==> src/rtl/wsp_pkg.sv <==
// Shared constants and register codes for the wheel speed PID loop.
package wsp_pkg;

    // Moving-average depth; must be a power of two (2, 4, 8 or 16).
    localparam int AVG_DEPTH = 8;
    localparam int AVG_LOG2  = $clog2(AVG_DEPTH);
    localparam int PTR_W     = AVG_LOG2;

    // Encoder delta and speed scaling (853/256 ~ 100/30).
    localparam int COUNT_W   = 32;
    localparam int DELTA_W   = 16;
    localparam int SCALE_W   = 11;
    localparam logic signed [SCALE_W-1:0] SPEED_SCALE = 11'sd853;
    localparam int RAW_W     = DELTA_W + SCALE_W;
    localparam int SUM_W     = RAW_W + AVG_LOG2;

    // PID datapath widths.
    localparam int SPEED_W   = 32;
    localparam int ERR_W     = 33;
    localparam int DIFF_W    = 34;
    localparam int INTEG_W   = 48;
    localparam int GAIN_W    = 16;
    localparam int LIMIT_W   = 32;
    localparam int INTEG_LO_W = 24;
    localparam int INTEG_HI_W = INTEG_W - INTEG_LO_W;
    localparam int PROD_P_W  = GAIN_W + ERR_W;
    localparam int PROD_D_W  = GAIN_W + DIFF_W;
    localparam int PROD_LO_W = GAIN_W + INTEG_LO_W + 1;
    localparam int PROD_HI_W = GAIN_W + INTEG_HI_W;
    localparam int ACC_W     = 64;
    localparam int FRAC_W    = 8;
    localparam int DRIVE_W   = ACC_W - FRAC_W;

    // Configuration port.
    localparam int CFG_IDX_W  = 3;
    localparam int CFG_DATA_W = 32;
    localparam logic [CFG_IDX_W-1:0] REG_TARGET_SPEED = 3'd0;
    localparam logic [CFG_IDX_W-1:0] REG_GAIN_PROP    = 3'd1;
    localparam logic [CFG_IDX_W-1:0] REG_GAIN_INTEG   = 3'd2;
    localparam logic [CFG_IDX_W-1:0] REG_GAIN_DERIV   = 3'd3;
    localparam logic [CFG_IDX_W-1:0] REG_DRIVE_MIN    = 3'd4;
    localparam logic [CFG_IDX_W-1:0] REG_DRIVE_MAX    = 3'd5;

    // Input kinds carried on tuser.
    localparam logic ACT_PULSE = 1'b0;
    localparam logic ACT_TICK  = 1'b1;

    // Pipeline depth between the input transfer and the output register.
    localparam int NUM_STAGES = 8;

endpackage

==> src/rtl/wsp_avg.sv <==
// Moving-average history: ring of raw speeds and running sum.
module wsp_avg
    import wsp_pkg::*;
(
    input  logic                    aclk,
    input  logic                    aresetn,
    input  logic                    step,
    input  logic signed [RAW_W-1:0] raw_in,
    output logic signed [SUM_W-1:0] sum_next
);

    logic signed [RAW_W-1:0] hist_reg [AVG_DEPTH];
    logic [PTR_W-1:0]        ptr_reg;
    logic signed [SUM_W-1:0] sum_reg;
    logic signed [RAW_W-1:0] oldest;

    // Add the new raw speed and drop the one it replaces.
    always_comb begin
        oldest   = hist_reg[ptr_reg];
        sum_next = sum_reg + SUM_W'(raw_in) - SUM_W'(oldest);
    end

    always_ff @(posedge aclk) begin
        if (!aresetn) begin
            for (int i = 0; i < AVG_DEPTH; i++) begin
                hist_reg[i] <= '0;
            end
            ptr_reg <= '0;
            sum_reg <= '0;
        end else if (step) begin
            hist_reg[ptr_reg] <= raw_in;
            sum_reg           <= sum_next;
            if (ptr_reg == PTR_W'(AVG_DEPTH - 1)) begin
                ptr_reg <= '0;
            end else begin
                ptr_reg <= ptr_reg + PTR_W'(1);
            end
        end
    end

endmodule

==> config.mk <==
export PLATFORM = sky130hd
export DESIGN_NAME = wsp_avg
export DESIGN_NICKNAME = d
export VERILOG_FILES = /design/src/rtl/wsp_pkg.sv /design/src/rtl/wsp_avg.sv
export SDC_FILE = /design/constraint.sdc
export NUM_CORES = 1
export LEC_CHECK = 0
export BUFFER_PORTS_ARGS = -buffer_cell sky130_fd_sc_hd__buf_2
export CAP_MARGIN = 10
export CORE_MARGIN = 2
export CORE_UTILIZATION = 62
export DETAILED_ROUTE_END_ITERATION = 8
export MAX_ROUTING_LAYER = met4
export PLACE_DENSITY = 0.79
export SLEW_MARGIN = 15
export SYNTH_ARGS = -nofsm -noshare
export SYNTH_HDL_FRONTEND = slang
export SYNTH_SLANG_ARGS = --single-unit
==> constraint.sdc <==
create_clock -name aclk -period 14.81 [get_ports aclk]
set_clock_uncertainty 0.15 [all_clocks]
set_input_delay 2.962 -clock aclk [delete_from_list [all_inputs] [get_ports aclk]]
set_output_delay 2.962 -clock aclk [all_outputs]
set_load 0.02 [all_outputs]
==> impl_metrics.env <==
export IMPL_clk_latency_ns=0.54
export IMPL_drt_initial_drc_count=838
export IMPL_largest_reg_flops=216
export IMPL_yosysSeqAreaShare_pct=51.9
export IMPL_synth_seq_cells=252
export IMPL_dieWidth_um=154
export IMPL_power_switching_uw=1210
export IMPL_synth_most_common_cell="edfxtp_1"
export IMPL_syn_nets=1191
export IMPL_synth_top_area_cell="edfxtp_1"
export IMPL_clkTransAtPathRegs_ns=0.06
export IMPL_grtUsageTotal_pct=29.6
export IMPL_ios=60
export IMPL_required_ns=11.70
export IMPL_yosys_warnings=0
export IMPL_criticalPathCategory="primary input to primary output"
export IMPL_post_dp_cell_area_um2=14400
export IMPL_combPwrFrac_pct=48.0
export IMPL_cts_buffer_depth=3
export IMPL_cts_tree="done"
export IMPL_nets=1233
export IMPL_power_uw=2950
export IMPL_synth_top_cell_area_share_pct=46.7
export IMPL_p_seq_share_pct=29.2
export IMPL_rsz0062_at_grt="no"
export IMPL_start_util_pct=63.4
export IMPL_synth_ff_type="edfxtp_1"
export IMPL_synthTopCellsByArea="edfxtp_1 47%, mux4_2 8.8%, and2_1 6.4%, dfxtp_1 5.2%, fa_1 4.2%"
export IMPL_leakage_uw=0.00604
export IMPL_cts_made_buffers=27
export IMPL_end_kind="primary output"
export IMPL_crit_fanout=9
export IMPL_drt_total_wl_um=33400
export IMPL_grt_max_degree=56
export IMPL_layout_min_cycle_time_ns=9.08
export IMPL_maxCapViolCount=0
export IMPL_ys_types=80
export IMPL_post_route_drc_count=0
export IMPL_slew_headroom_pct=33.2
export IMPL_fin_crit_sh_pct=61.3
export IMPL_hold_ws_ns=0.330
export IMPL_vias=9175
export IMPL_finalSetupViolCount=0
export IMPL_grt_pass1_vias=9242
export IMPL_synth_top_cells_by_count="216 x edfxtp_1, 142 x and2_1, 116 x inv_1, 54 x mux4_2, 51 x nor4_1"
export IMPL_root_buffer="clkbuf_16"
export IMPL_whs_path_depth=1
export IMPL_grt_pass1_wl_um=52400
export IMPL_critPathLaunchType="primary input"
export IMPL_critical_path_max_stage_delay_ns=0.56
export IMPL_worstRegToRegCells=12
export IMPL_p_int_uw=1740
export IMPL_grt_antenna_before_repair=1
export IMPL_fin_area_um2=15300
export IMPL_cts_hold_buffers=0
export IMPL_rrSetupSlack_ns=9.83
export IMPL_drive_gt1_share_pct=20.2
export IMPL_place_congestion=0.859
export IMPL_viasPerCell=6.36
export IMPL_area_growth_pct=10.1
export IMPL_p_per_area_nw_per_um2=193
export IMPL_ys_async_sr_fraction_pct=0
export IMPL_min_path_type="flop to flop"
export IMPL_p_sw_share_pct=41.1
export IMPL_critPathArrivalTime_ns=5.97
export IMPL_drt_pass1_iterations=5
export IMPL_maxSlewViolCount=0
export IMPL_worst_pin_slew_ns=1.00
export IMPL_grt_overflow=0
export IMPL_wl_per_cell_um=23.2
export IMPL_avgSynthCellArea_um2=12.6
export IMPL_path_cells="buf_2, inv_1, fa_1, inv_1, ha_1, nand2_1, nor3_4, o2111ai_2, a211oi_2, nor2_1, xnor2_1, buf_2"
export IMPL_setup_tns_ns=0
export IMPL_status="finished, final reports clean"
export IMPL_cts_setup_buffers=0
export IMPL_post_cts_resized=0
export IMPL_netlist_instances=1099
export IMPL_num_rows=54
export IMPL_cts_htree_levels=1
export IMPL_pre_cts_ws_ns=5.76
export IMPL_pwr_share_clk_pct=22.8
export IMPL_cts_sinks=252
export IMPL_numPortBuffers=59
export IMPL_maxClockFrequency_mhz=110
export IMPL_dp_hpwl_um=21000
export IMPL_die_h_um=154
export IMPL_synth_edf_count=216
export IMPL_core_um2=21900
export IMPL_synth_cell_area_um2=13900
export IMPL_crit_slowest_cell="fa_1"
export IMPL_worst_ir_drop_vdd_v=0.000128
export IMPL_hold_viol_final=0
export IMPL_antenna_left=0
export IMPL_setup_ws_ns=5.73
export IMPL_die_area_um2=23600
per-stage QoR:
step | util [%] | instances
5_1_grt | 69.8 | 1443
4_1_cts | 69.8 | 1442
6_report | 69.8 | 1443
3_5_place_dp | 65.8 | 1392
2_1_floorplan | - | 1099
3_3_place_gp | 65.8 | 1392
cell families (layout without fill, tap and decap cells):
family / Yosys count / in the layout / synth area share (%)
compound gates: 117 / 117 / 6.11
buf+inv: 185 / 248 / 5.56
flops: 252 / 252 / 51.9
fa+ha+maj: 62 / 62 / 7.15
xor+xnor: 28 / 28 / 1.97
simple gates: 357 / 357 / 15.1
mux: 98 / 98 / 12.2
other cells: 0 / 1 / 0
metal layers:
metal	GRT usage, %	part of all wire [%]	up-vias
met5	-	0	-
met4	7.78	2.1	0
met3	4.17	9.2	66
met2	46.1	47	492
met1	41.9	41	4549
li1	-	-	4068
layout make-up:
cell class | instances | area, µm²
Antenna cell | 1 | 2.50
Clock buffer | 30 | 687
Clock inverter | 20 | 189
Fill cell | 1529 | 6610
Inverter | 116 | 435
Multi-Input combinational cell | 662 | 5940
Sequential cell | 252 | 7210
Tap cell | 280 | 350
Timing Repair Buffer | 82 | 468
power by group through the flow:
stage                     clock network (µW)  logic [µW]  registers, µW
final                                    673        1420            860
after global routing                     708        1540            867
after CTS                                675        1410            861
after detailed placement                   0        1400            875
after global placement                     0        1390            871
after floorplan                            0        1060            865
worst paths after layout:
check	startpoint	to
setup / recovery	raw_in[16]	sum_next[22]
hold / removal	sum_reg[14]	sum_reg[14]
setup reg to reg	flop	sum_reg[22]
hold reg to reg	sum_reg[14]	sum_reg[14]
critical path: cells and delay by family:
| family | cells | cell delay (ns) |
|---|---|---|
| adders and majority gates | 2 | 1.06 |
| xor gates and xnor gates | 1 | 0.17 |
| AOI/OAI and AO/OA | 2 | 0.71 |
| and+or+nand+nor | 3 | 0.54 |
| buffers and inverters | 4 | 0.52 |
layout by cell type, fill, tap and decap left out, types with 6 or more instances in the layout:
cell type,netlist,routed
a31oi_1,10,10
buf_4,0,23
xnor2_1,16,16
inv_1,116,116
xor2_1,9,9
mux2_2,25,25
nand2b_1,10,10
ha_1,33,33
clkinv_2,0,6
nand3_1,12,12
a21o_1,10,10
nor3_1,31,30
a22o_1,7,7
mux2i_1,19,19
o21ai_0,17,16
nand2_1,29,28
clkbuf_16,0,27
fa_1,29,29
edfxtp_1,216,216
dfxtp_1,36,34
buf_2,10,59
nand4_1,6,6
nor4_1,51,51
mux4_2,54,54
nor2b_1,19,19
and2_1,142,142
nor2_1,29,29
a21oi_1,32,32
Note: power is estimated with default switching activity, not from simulation.
