<file path="config.mk">
export PLATFORM = sky130hd
export DESIGN_NAME = wsp_integ
export DESIGN_NICKNAME = d
export VERILOG_FILES = /design/src/rtl/wsp_pkg.sv /design/src/rtl/wsp_integ.sv
export SDC_FILE = /design/constraint.sdc
export NUM_CORES = 1
export LEC_CHECK = 0
export BUFFER_PORTS_ARGS = -buffer_cell sky130_fd_sc_hd__buf_2
export CAP_MARGIN = 10
export CORE_ASPECT_RATIO = 1.4
export CORE_UTILIZATION = 45
export CTS_BUF_LIST = sky130_fd_sc_hd__clkbuf_4 sky130_fd_sc_hd__clkbuf_8
export DETAILED_ROUTE_END_ITERATION = 10
export PLACE_DENSITY = 0.68
export SLEW_MARGIN = 40
export SYNTH_ARGS = -nofsm -noshare
export SYNTH_HDL_FRONTEND = slang
export SYNTH_SLANG_ARGS = --single-unit
export TNS_END_PERCENT = 10
</file>
<file path="constraint.sdc">
create_clock -name aclk -period 4.1 [get_ports aclk]
set_input_delay 0.615 -clock aclk [delete_from_list [all_inputs] [get_ports aclk]]
set_output_delay 0.615 -clock aclk [all_outputs]
set_load 0.005 [all_outputs]
</file>
<file path="src/rtl/wsp_pkg.sv">
// Shared constants and register codes for the wheel speed PID loop.
package wsp_pkg;

    // Moving-average depth; must be a power of two (2, 4, 8 or 16).
    localparam int AVG_DEPTH = 8;
    localparam int AVG_LOG2  = $clog2(AVG_DEPTH);
    localparam int PTR_W     = AVG_LOG2;

    // Encoder delta and speed scaling (853/256 ~ 100/30).
    localparam int COUNT_W   = 32;
    localparam int DELTA_W   = 16;
    localparam int SCALE_W   = 11;
    localparam logic signed [SCALE_W-1:0] SPEED_SCALE = 11'sd853;
    localparam int RAW_W     = DELTA_W + SCALE_W;
    localparam int SUM_W     = RAW_W + AVG_LOG2;

    // PID datapath widths.
    localparam int SPEED_W   = 32;
    localparam int ERR_W     = 33;
    localparam int DIFF_W    = 34;
    localparam int INTEG_W   = 48;
    localparam int GAIN_W    = 16;
    localparam int LIMIT_W   = 32;
    localparam int INTEG_LO_W = 24;
    localparam int INTEG_HI_W = INTEG_W - INTEG_LO_W;
    localparam int PROD_P_W  = GAIN_W + ERR_W;
    localparam int PROD_D_W  = GAIN_W + DIFF_W;
    localparam int PROD_LO_W = GAIN_W + INTEG_LO_W + 1;
    localparam int PROD_HI_W = GAIN_W + INTEG_HI_W;
    localparam int ACC_W     = 64;
    localparam int FRAC_W    = 8;
    localparam int DRIVE_W   = ACC_W - FRAC_W;

    // Configuration port.
    localparam int CFG_IDX_W  = 3;
    localparam int CFG_DATA_W = 32;
    localparam logic [CFG_IDX_W-1:0] REG_TARGET_SPEED = 3'd0;
    localparam logic [CFG_IDX_W-1:0] REG_GAIN_PROP    = 3'd1;
    localparam logic [CFG_IDX_W-1:0] REG_GAIN_INTEG   = 3'd2;
    localparam logic [CFG_IDX_W-1:0] REG_GAIN_DERIV   = 3'd3;
    localparam logic [CFG_IDX_W-1:0] REG_DRIVE_MIN    = 3'd4;
    localparam logic [CFG_IDX_W-1:0] REG_DRIVE_MAX    = 3'd5;

    // Input kinds carried on tuser.
    localparam logic ACT_PULSE = 1'b0;
    localparam logic ACT_TICK  = 1'b1;

    // Pipeline depth between the input transfer and the output register.
    localparam int NUM_STAGES = 8;

endpackage

</file>
<file path="src/rtl/wsp_integ.sv">
// Saturating error integral and derivative difference for the PID.
module wsp_integ
    import wsp_pkg::*;
(
    input  logic                      aclk,
    input  logic                      aresetn,
    input  logic                      step,
    input  logic signed [ERR_W-1:0]   err_in,
    output logic signed [INTEG_W-1:0] integ_next,
    output logic signed [DIFF_W-1:0]  diff
);

    localparam logic signed [INTEG_W-1:0] INTEG_MAX = {1'b0, {(INTEG_W-1){1'b1}}};
    localparam logic signed [INTEG_W-1:0] INTEG_MIN = {1'b1, {(INTEG_W-1){1'b0}}};

    logic signed [INTEG_W-1:0] integ_reg;
    logic signed [ERR_W-1:0]   prev_err_reg;
    logic signed [INTEG_W:0]   integ_sum;

    always_comb begin
        integ_sum = (INTEG_W+1)'(integ_reg) + (INTEG_W+1)'(err_in);
        // Hold at the limit when the sum leaves the 48-bit range.
        if (integ_sum[INTEG_W] != integ_sum[INTEG_W-1]) begin
            integ_next = integ_sum[INTEG_W] ? INTEG_MIN : INTEG_MAX;
        end else begin
            integ_next = integ_sum[INTEG_W-1:0];
        end
        diff = DIFF_W'(err_in) - DIFF_W'(prev_err_reg);
    end

    always_ff @(posedge aclk) begin
        if (!aresetn) begin
            integ_reg    <= '0;
            prev_err_reg <= '0;
        end else if (step) begin
            integ_reg    <= integ_next;
            prev_err_reg <= err_in;
        end
    end

endmodule
</file>
==> impl_table.tex, run 1 <==
\begin{tabular}{lr}
\hline
Metric & Value \\
\hline
\multicolumn{2}{l}{\textbf{Worst setup path}} \\
Cell chain of the critical path & buf\_2 > ha\_4 > nand2\_1 > or4\_4 > nand2b\_4 > and3\_4 > o31a\_4 > o31ai\_4 > a31oi\_1 > o21ba\_4 > xnor2\_4 > buf\_6 > buf\_16 > maj3\_2 > buf\_2 \\
Slowest CP cell & or4\_4 \\
Kind of start point of the critical path & input port \\
Crit-path most repeated cell & buf\_2 \\
Worst setup startpoint & err\_in[21] \\
Highest fanout seen on the critical path & 6 \\
Crit path largest cell delay & 0.53 ns \\
R2r endpoint & integ\_reg[8] \\
Category of the most critical setup path & input port to output port \\
Worst endpoint data arrival time & 3.62 ns \\
Reg2Reg Depth & 15 \\
Setup crit end kind & output port \\
Critical R2R Launch & integ\_reg[21] \\
Slack of the worst reg-to-reg path & 0.64 ns \\
Required time at the worst-slack endpoint & 3.48 ns \\
\multicolumn{2}{l}{\textbf{Timing}} \\
Fin. max-slew vios & 0 \\
Upper clock frequency limit & 236 MHz \\
Setup repair after global routing missed its margin & yes \\
Final setup TNS & -3.18 ns \\
Post-layout minimum cycle time & 4.24 ns \\
Final WS setup & -0.136 ns \\
Clock skew after layout & 0.0138 ns \\
Transition at the pin with the smallest max-transition slack & 0.620 ns \\
Worst hold margin & 0.521 ns \\
Worst slew margin relative to its limit & 58.7\% \\
Final-report setup violation count & 45 \\
Final hold violation count & 0 \\
Crit share post-route & 103\% \\
\multicolumn{2}{l}{\textbf{Yosys}} \\
Post-synth top area share & 20.3\% \\
Cell with the most instances after synthesis & o21ai\_0 \\
Synthesis-stage register bit count & 81 \\
Average footprint of a synthesized cell & 8.19 sq um \\
Yosys synthesis warning count & 0 \\
Post-synth ARST share & 0\% \\
Yosys top cell by area & dfxtp\_1 \\
Synthesized cell area & 7980 sq um \\
Top post-synthesis cells by count & o21ai\_0 (84), dfxtp\_1 (81), ha\_1 (81), a21oi\_1 (72), nor2\_1 (53) \\
Fraction of the yosys area taken by sequential cells & 20.3\% \\
Post-Synthesis Cells & 975 \\
Leading post-synthesis cells by cell area & dfxtp\_1 (20\%), ha\_1 (13\%), o21ai\_0 (5.3\%) \\
Number of synthesized flops with an enable pin & 0 \\
Synth Flop Type & dfxtp\_1 \\
Netlist cell types & 67 \\
Syn Nets & 1094 \\
\multicolumn{2}{l}{\textbf{Final layout}} \\
Final Net Count & 1307 \\
Final Cell Area & 10400 sq um \\
Post-route non-filler standard cell count & 1428 \\
Area Overhead vs Synth & 29.7\% \\
Largest register FFs & 48 \\
Share of layout cells above drive strength 1 & 32.5\% \\
Final core utilization & 59.8\% \\
Ant. Diodes & 0 \\
\multicolumn{2}{l}{\textbf{Route}} \\
First-iteration detailed-routing DRC count & 269 \\
Post-detailed-route via-to-cell ratio & 5.49 \\
Routed wire per std cell & 15.8 microns \\
Vias after detailed routing & 7835 \\
Detail Route Antenna Nets & 0 \\
\# DRC & 0 \\
Final wirelength & 22500 microns \\
Pre-Repair DR Iteration Count & 4 \\
\multicolumn{2}{l}{\textbf{Placement}} \\
Final GP Congestion & 0.941 \\
Cell count after placement & 1406 \\
Setup slack at placement & -0.229 ns \\
Placement-stage cell area & 9650 sq um \\
Count of port buffers added during placement & 117 \\
Placed wire-length estimate & 17000 microns \\
\multicolumn{2}{l}{\textbf{Power and ir drop}} \\
Pleak & 4.80 nW \\
Power per cell area & 428 nW/um\^{}2 \\
Max VDD drop & 0.000268 V \\
Total power of the final layout & 4.43 mW \\
\multicolumn{2}{l}{\textbf{Clock tree}} \\
CTS tree & built \\
CTS root buf & clkbuf\_8 \\
Clk Latency, worst-skew pair & 0.39 ns \\
TritonCTS buffer count & 9 \\
Clock slew at the register clock pins of the worst setup and hold paths & 0.08 ns \\
Maximum level of the CTS H-tree & 3 \\
Maximum root-to-sink buffer count & 2 \\
Clock Sink Count & 81 \\
Number of hold buffers added after cts & 0 \\
\multicolumn{2}{l}{\textbf{Min path}} \\
Worst hold endpoint & prev\_err\_reg[30] \\
HP Class & flip-flop to flip-flop \\
Hold path startpoint & prev\_err\_reg[30] \\
Instance count along the most critical hold path & 2 \\
\multicolumn{2}{l}{\textbf{Floorplan}} \\
Site Rows & 57 \\
Initial core utilization & 46.1\% \\
Die outline area & 18300 sq um \\
Total core area & 17300 sq um \\
Die span in x & 115 microns \\
I/O pin cnt & 118 \\
Die height & 160 microns \\
\multicolumn{2}{l}{\textbf{Run status}} \\
Violated checks & setup timing \\
Result of the run & complete, but fails checks \\
\multicolumn{2}{l}{\textbf{Global routing}} \\
Number of global-route vias before repair & 7965 \\
Global-route wire length before repair & 37200 microns \\
Antenna violations before repair & 0 \\
Largest net degree at the start of global routing & 53 \\
Global-route total usage across every layer & 25.4\% \\
Global route overflow & 0 \\
\multicolumn{2}{l}{\textbf{Job}} \\
Count of maximum capacitance violations & 0 \\
\hline
\end{tabular}
## critical path: cells and delay by family
family | cells | cell delay (ns)
AND/OR/NAND/NOR | 4 | 0.94
buffers and inverters | 4 | 0.58
AO/OA/AOI/OAI | 4 | 0.74
adder cells (fa/ha/maj) | 2 | 0.57
XOR/XNOR | 1 | 0.18
## cell usage in the layout (no fill, tap or decap), types with 13 or more instances in the layout
cell | netlist | routed
buf_2 | 8 | 110
maj3_2 | 27 | 44
o21ai_0 | 84 | 76
mux2i_1 | 34 | 34
a21oi_1 | 72 | 68
nand2_1 | 47 | 45
dfxtp_1 | 81 | 75
ha_1 | 81 | 68
buf_4 | 2 | 125
o21ba_2 | 18 | 17
a21o_1 | 48 | 48
xnor2_1 | 42 | 42
nor2b_1 | 42 | 42
o21bai_1 | 15 | 15
inv_1 | 50 | 50
xor2_1 | 25 | 25
nand4_1 | 18 | 18
nor2_1 | 53 | 52
o21ba_1 | 27 | 27
o21a_1 | 21 | 21
ha_4 | 0 | 13
## routing by layer
| metal | vias to the layer above | GRT usage (%) | routed length, microns |
|---|---|---|---|
| li1 | 3938 | - | - |
| met1 | 3710 | 28.0 | 9380 |
| met2 | 144 | 47.6 | 11900 |
| met3 | 43 | 3.43 | 595 |
| met4 | 0 | 10.8 | 624 |
| met5 | - | 0 | 0 |
## where the power goes
group | total (mW) | switching (mW) | internal, mW
Combinational | 2.93 | 1.41 | 1.52
Clock | 0.550 | 0.314 | 0.236
Sequential | 0.951 | 0.0625 | 0.889
## worst max path at each step
stage / endpoint / depth (start not counted) / slack, ns
2_1_floorplan: integ_next[31] / 15 / 0.05
3_3_place_gp: integ_next[28] / 14 / -0.23
3_5_place_dp: diff[33] / 14 / -0.23
4_1_cts: integ_next[4] / 14 / -0.14
5_1_grt: integ_next[4] / 14 / -0.22
6_report: integ_next[4] / 15 / -0.14
## area by class of cell
class	instances	area, sq um
clock buffers	11	145
fillers	1620	6980
well taps	236	295
clock inverters	4	20.0
flip-flops and latches	81	1630
multi-input cells	789	6250
inverters	52	198
repair buffers	255	1820
## logic make-up (layout without fill, tap and decap cells)
| group | Yosys count | count (layout) | share of synthesized area [%] |
|---|---|---|---|
| adders and majority gates | 127 | 127 | 19.1 |
| AOI/OAI and AO/OA | 349 | 349 | 30.0 |
| buffers and inverters | 105 | 322 | 5.53 |
| and+or+nand+nor | 211 | 211 | 13.2 |
| xor gates and xnor gates | 68 | 68 | 7.55 |
| muxes | 34 | 34 | 4.26 |
| DFF | 81 | 81 | 20.3 |
## what timing repair did
action | CTS | global route
gates cloned | 3 | 0
setup buffers | 4 | 0
resized for setup | 58 | 38
setup endpoints to repair | 55 | 57
pin swaps | 39 | 9
(Power assumes the default switching activity.)
==> run 2, diff against run 1 <==
--- a/config.mk
+++ b/config.mk
@@ -11,7 +11,7 @@
 export CORE_UTILIZATION = 45
 export CTS_BUF_LIST = sky130_fd_sc_hd__clkbuf_4 sky130_fd_sc_hd__clkbuf_8
 export DETAILED_ROUTE_END_ITERATION = 10
-export PLACE_DENSITY = 0.68
+export PLACE_DENSITY = 0.73
 export SLEW_MARGIN = 40
 export SYNTH_ARGS = -nofsm -noshare
 export SYNTH_HDL_FRONTEND = slang
==> impl_table.tex, run 2 (synthesized netlist as in run 1, its figures left out) <==
\begin{tabular}{lr}
\hline
Metric & Value \\
\hline
\multicolumn{2}{l}{\textbf{Run status}} \\
Result of the run & complete, but fails checks \\
Violated checks & setup timing \\
\multicolumn{2}{l}{\textbf{Route}} \\
Detail Route Antenna Nets & 0 \\
First-iteration detailed-routing DRC count & 408 \\
Pre-Repair DR Iteration Count & 5 \\
\# DRC & 0 \\
Final wirelength & 23200 microns \\
Post-detailed-route via-to-cell ratio & 5.55 \\
Vias after detailed routing & 7925 \\
Routed wire per std cell & 16.3 microns \\
\multicolumn{2}{l}{\textbf{Global routing}} \\
Largest net degree at the start of global routing & 69 \\
Antenna violations before repair & 0 \\
Number of global-route vias before repair & 7831 \\
Global-route total usage across every layer & 25.6\% \\
Global route overflow & 0 \\
Global-route wire length before repair & 37400 microns \\
\multicolumn{2}{l}{\textbf{Timing}} \\
Post-layout minimum cycle time & 4.23 ns \\
Final WS setup & -0.126 ns \\
Final hold violation count & 0 \\
Transition at the pin with the smallest max-transition slack & 0.640 ns \\
Fin. max-slew vios & 0 \\
Clock skew after layout & 0.0161 ns \\
Crit share post-route & 103\% \\
Upper clock frequency limit & 237 MHz \\
Worst slew margin relative to its limit & 57.3\% \\
Final-report setup violation count & 48 \\
Worst hold margin & 0.527 ns \\
Setup repair after global routing missed its margin & yes \\
\multicolumn{2}{l}{\textbf{Power and ir drop}} \\
Max VDD drop & 0.000303 V \\
Power per cell area & 441 nW/um\^{}2 \\
Pleak & 4.81 nW \\
\multicolumn{2}{l}{\textbf{Clock tree}} \\
Number of hold buffers added after cts & 0 \\
Clk Latency, worst-skew pair & 0.39 ns \\
Maximum root-to-sink buffer count & 2 \\
Maximum level of the CTS H-tree & 3 \\
CTS root buf & clkbuf\_8 \\
Clock Sink Count & 81 \\
Clock slew at the register clock pins of the worst setup and hold paths & 0.08 ns \\
TritonCTS buffer count & 9 \\
CTS tree & built \\
\multicolumn{2}{l}{\textbf{Placement}} \\
Placed wire-length estimate & 17000 microns \\
Setup slack at placement & -0.273 ns \\
Final GP Congestion & 0.889 \\
Count of port buffers added during placement & 117 \\
\multicolumn{2}{l}{\textbf{Final layout}} \\
Commonest non-fill, non-tap cell in the layout & buf\_4 \\
Share of layout cells above drive strength 1 & 33.1\% \\
Largest register FFs & 48 \\
Storage cell area & 1630 sq um \\
Area Overhead vs Synth & 30.7\% \\
Fillers & 1582 \\
Ant. Diodes & 0 \\
Most frequent cells in the layout & buf\_4 (128), buf\_2 (106), o21ai\_0 (77) \\
Final core utilization & 60.2\% \\
Final Net Count & 1306 \\
Multi-input combinational cell area & 6280 sq um \\
\multicolumn{2}{l}{\textbf{Worst setup path}} \\
Slowest CP cell & or4\_4 \\
Critical R2R Launch & integ\_reg[21] \\
Highest fanout seen on the critical path & 6 \\
Logic depth of the worst path, buffers included & 15 \\
Worst setup startpoint & err\_in[22] \\
CP top delay family & simple AND/OR/NAND/NOR gates \\
Slack of the worst reg-to-reg path & 0.61 ns \\
Reg2Reg Depth & 15 \\
R2r endpoint & integ\_reg[23] \\
Kind of start point of the critical path & input port \\
Critical Path End & integ\_next[23] \\
Required time at the worst-slack endpoint & 3.48 ns \\
Count of buffer and inverter cells on the critical path & 4 \\
Crit path largest cell delay & 0.54 ns \\
Setup crit end kind & output port \\
Cell chain of the critical path & buf\_4 > ha\_4 > nand2\_2 > or4\_4 > nand2b\_4 > and3\_4 > o31a\_4 > o31ai\_4 > a31oi\_1 > o21ba\_2 > xnor2\_4 > buf\_12 > buf\_16 > maj3\_2 > buf\_6 \\
Worst endpoint data arrival time & 3.61 ns \\
Category of the most critical setup path & input port to output port \\
\multicolumn{2}{l}{\textbf{Floorplan}} \\
Die outline area & 18300 sq um \\
I/O pin cnt & 118 \\
Total core area & 17300 sq um \\
Site Rows & 57 \\
Die span in x & 115 microns \\
Die height & 160 microns \\
Initial core utilization & 46.1\% \\
\multicolumn{2}{l}{\textbf{Min path}} \\
Instance count along the most critical hold path & 2 \\
HP Class & flip-flop to flip-flop \\
\multicolumn{2}{l}{\textbf{Job}} \\
Count of maximum capacitance violations & 0 \\
\hline
\end{tabular}
==> run 2: cell types whose count changed in the layout (fill, tap and decap cells not counted), sizes merged <==
cell | previous run | this run
bufinv | 0 | 2
clkbuf | 11 | 10
buf | 255 | 254
clkinv | 4 | 1
clkinvlp | 0 | 3
==> run 2: how the worst min path moves through the flow <==
stage               slack (ns)          endpoint             start
detailed placement        0.51  prev_err_reg[26]  prev_err_reg[26]
global placement          0.49  prev_err_reg[12]  prev_err_reg[12]
global route              0.54   prev_err_reg[4]         err_in[4]
finish                    0.53  prev_err_reg[16]  prev_err_reg[16]
CTS                       0.53   prev_err_reg[7]   prev_err_reg[7]
floorplan                 0.48  prev_err_reg[10]  prev_err_reg[10]
==> run 2: layer usage <==
| layer | up-vias | part of all wire (%) | global-route usage [%] |
|---|---|---|---|
| met1 | 3727 | 40 | 28.6 |
| met2 | 188 | 53 | 47.6 |
| li1 | 3954 | - | - |
| met5 | - | 0 | 0 |
| met3 | 56 | 3.7 | 3.88 |
| met4 | 0 | 3.4 | 10.0 |
==> run 2: layout make-up <==
| class | instances | area share [%] |
|---|---|---|
| multi-input cells | 789 | 60.1 |
| repair buffers | 254 | 17.3 |
| clock inverters | 6 | 0.875 |
| flip-flops and latches | 81 | 15.6 |
| well taps | 236 | 2.83 |
| inverters | 52 | 1.89 |
| clock buffers | 10 | 1.32 |
==> run 2: power by group <==
part / total (mW) / internal (mW) / switching (mW)
Clock: 0.691 / 0.360 / 0.331
Combinational: 2.96 / 1.52 / 1.43
Sequential: 0.955 / 0.889 / 0.0664
Total: 4.60 / 2.77 / 1.83
==> run 2: worst register-to-register path, delay by kind of cell, from the launching register on <==
| family | cells | cell delay [ns] |
|---|---|---|
| xor+xnor | 1 | 0.18 |
| fa+ha+maj | 2 | 0.61 |
| buf+inv | 3 | 0.43 |
| compound gates | 5 | 0.91 |
| simple gates | 4 | 0.94 |
| flops | 1 | 0.35 |
==> run 2: repair_timing <==
action | in CTS | in global routing
gates cloned | 3 | 0
endpoints found under the hold margin | 0 | 0
buffers inserted | 8 | 1
gates resized for setup | 70 | 33
pin swaps | 54 | 19
setup endpoints to repair | 55 | 56
==> run 2: stage by stage <==
stage	total power, mW	cell area (sq um)	std cells	setup TNS [ns]
floorplan	2.56	7980	975	0
global placement	3.51	9610	1400	-10.05
detailed placement	3.55	9610	1400	-11.17
CTS	4.54	10300	1427	-4.64
global route	4.90	10400	1428	-8.34
finish	4.60	10400	1428	-4.10
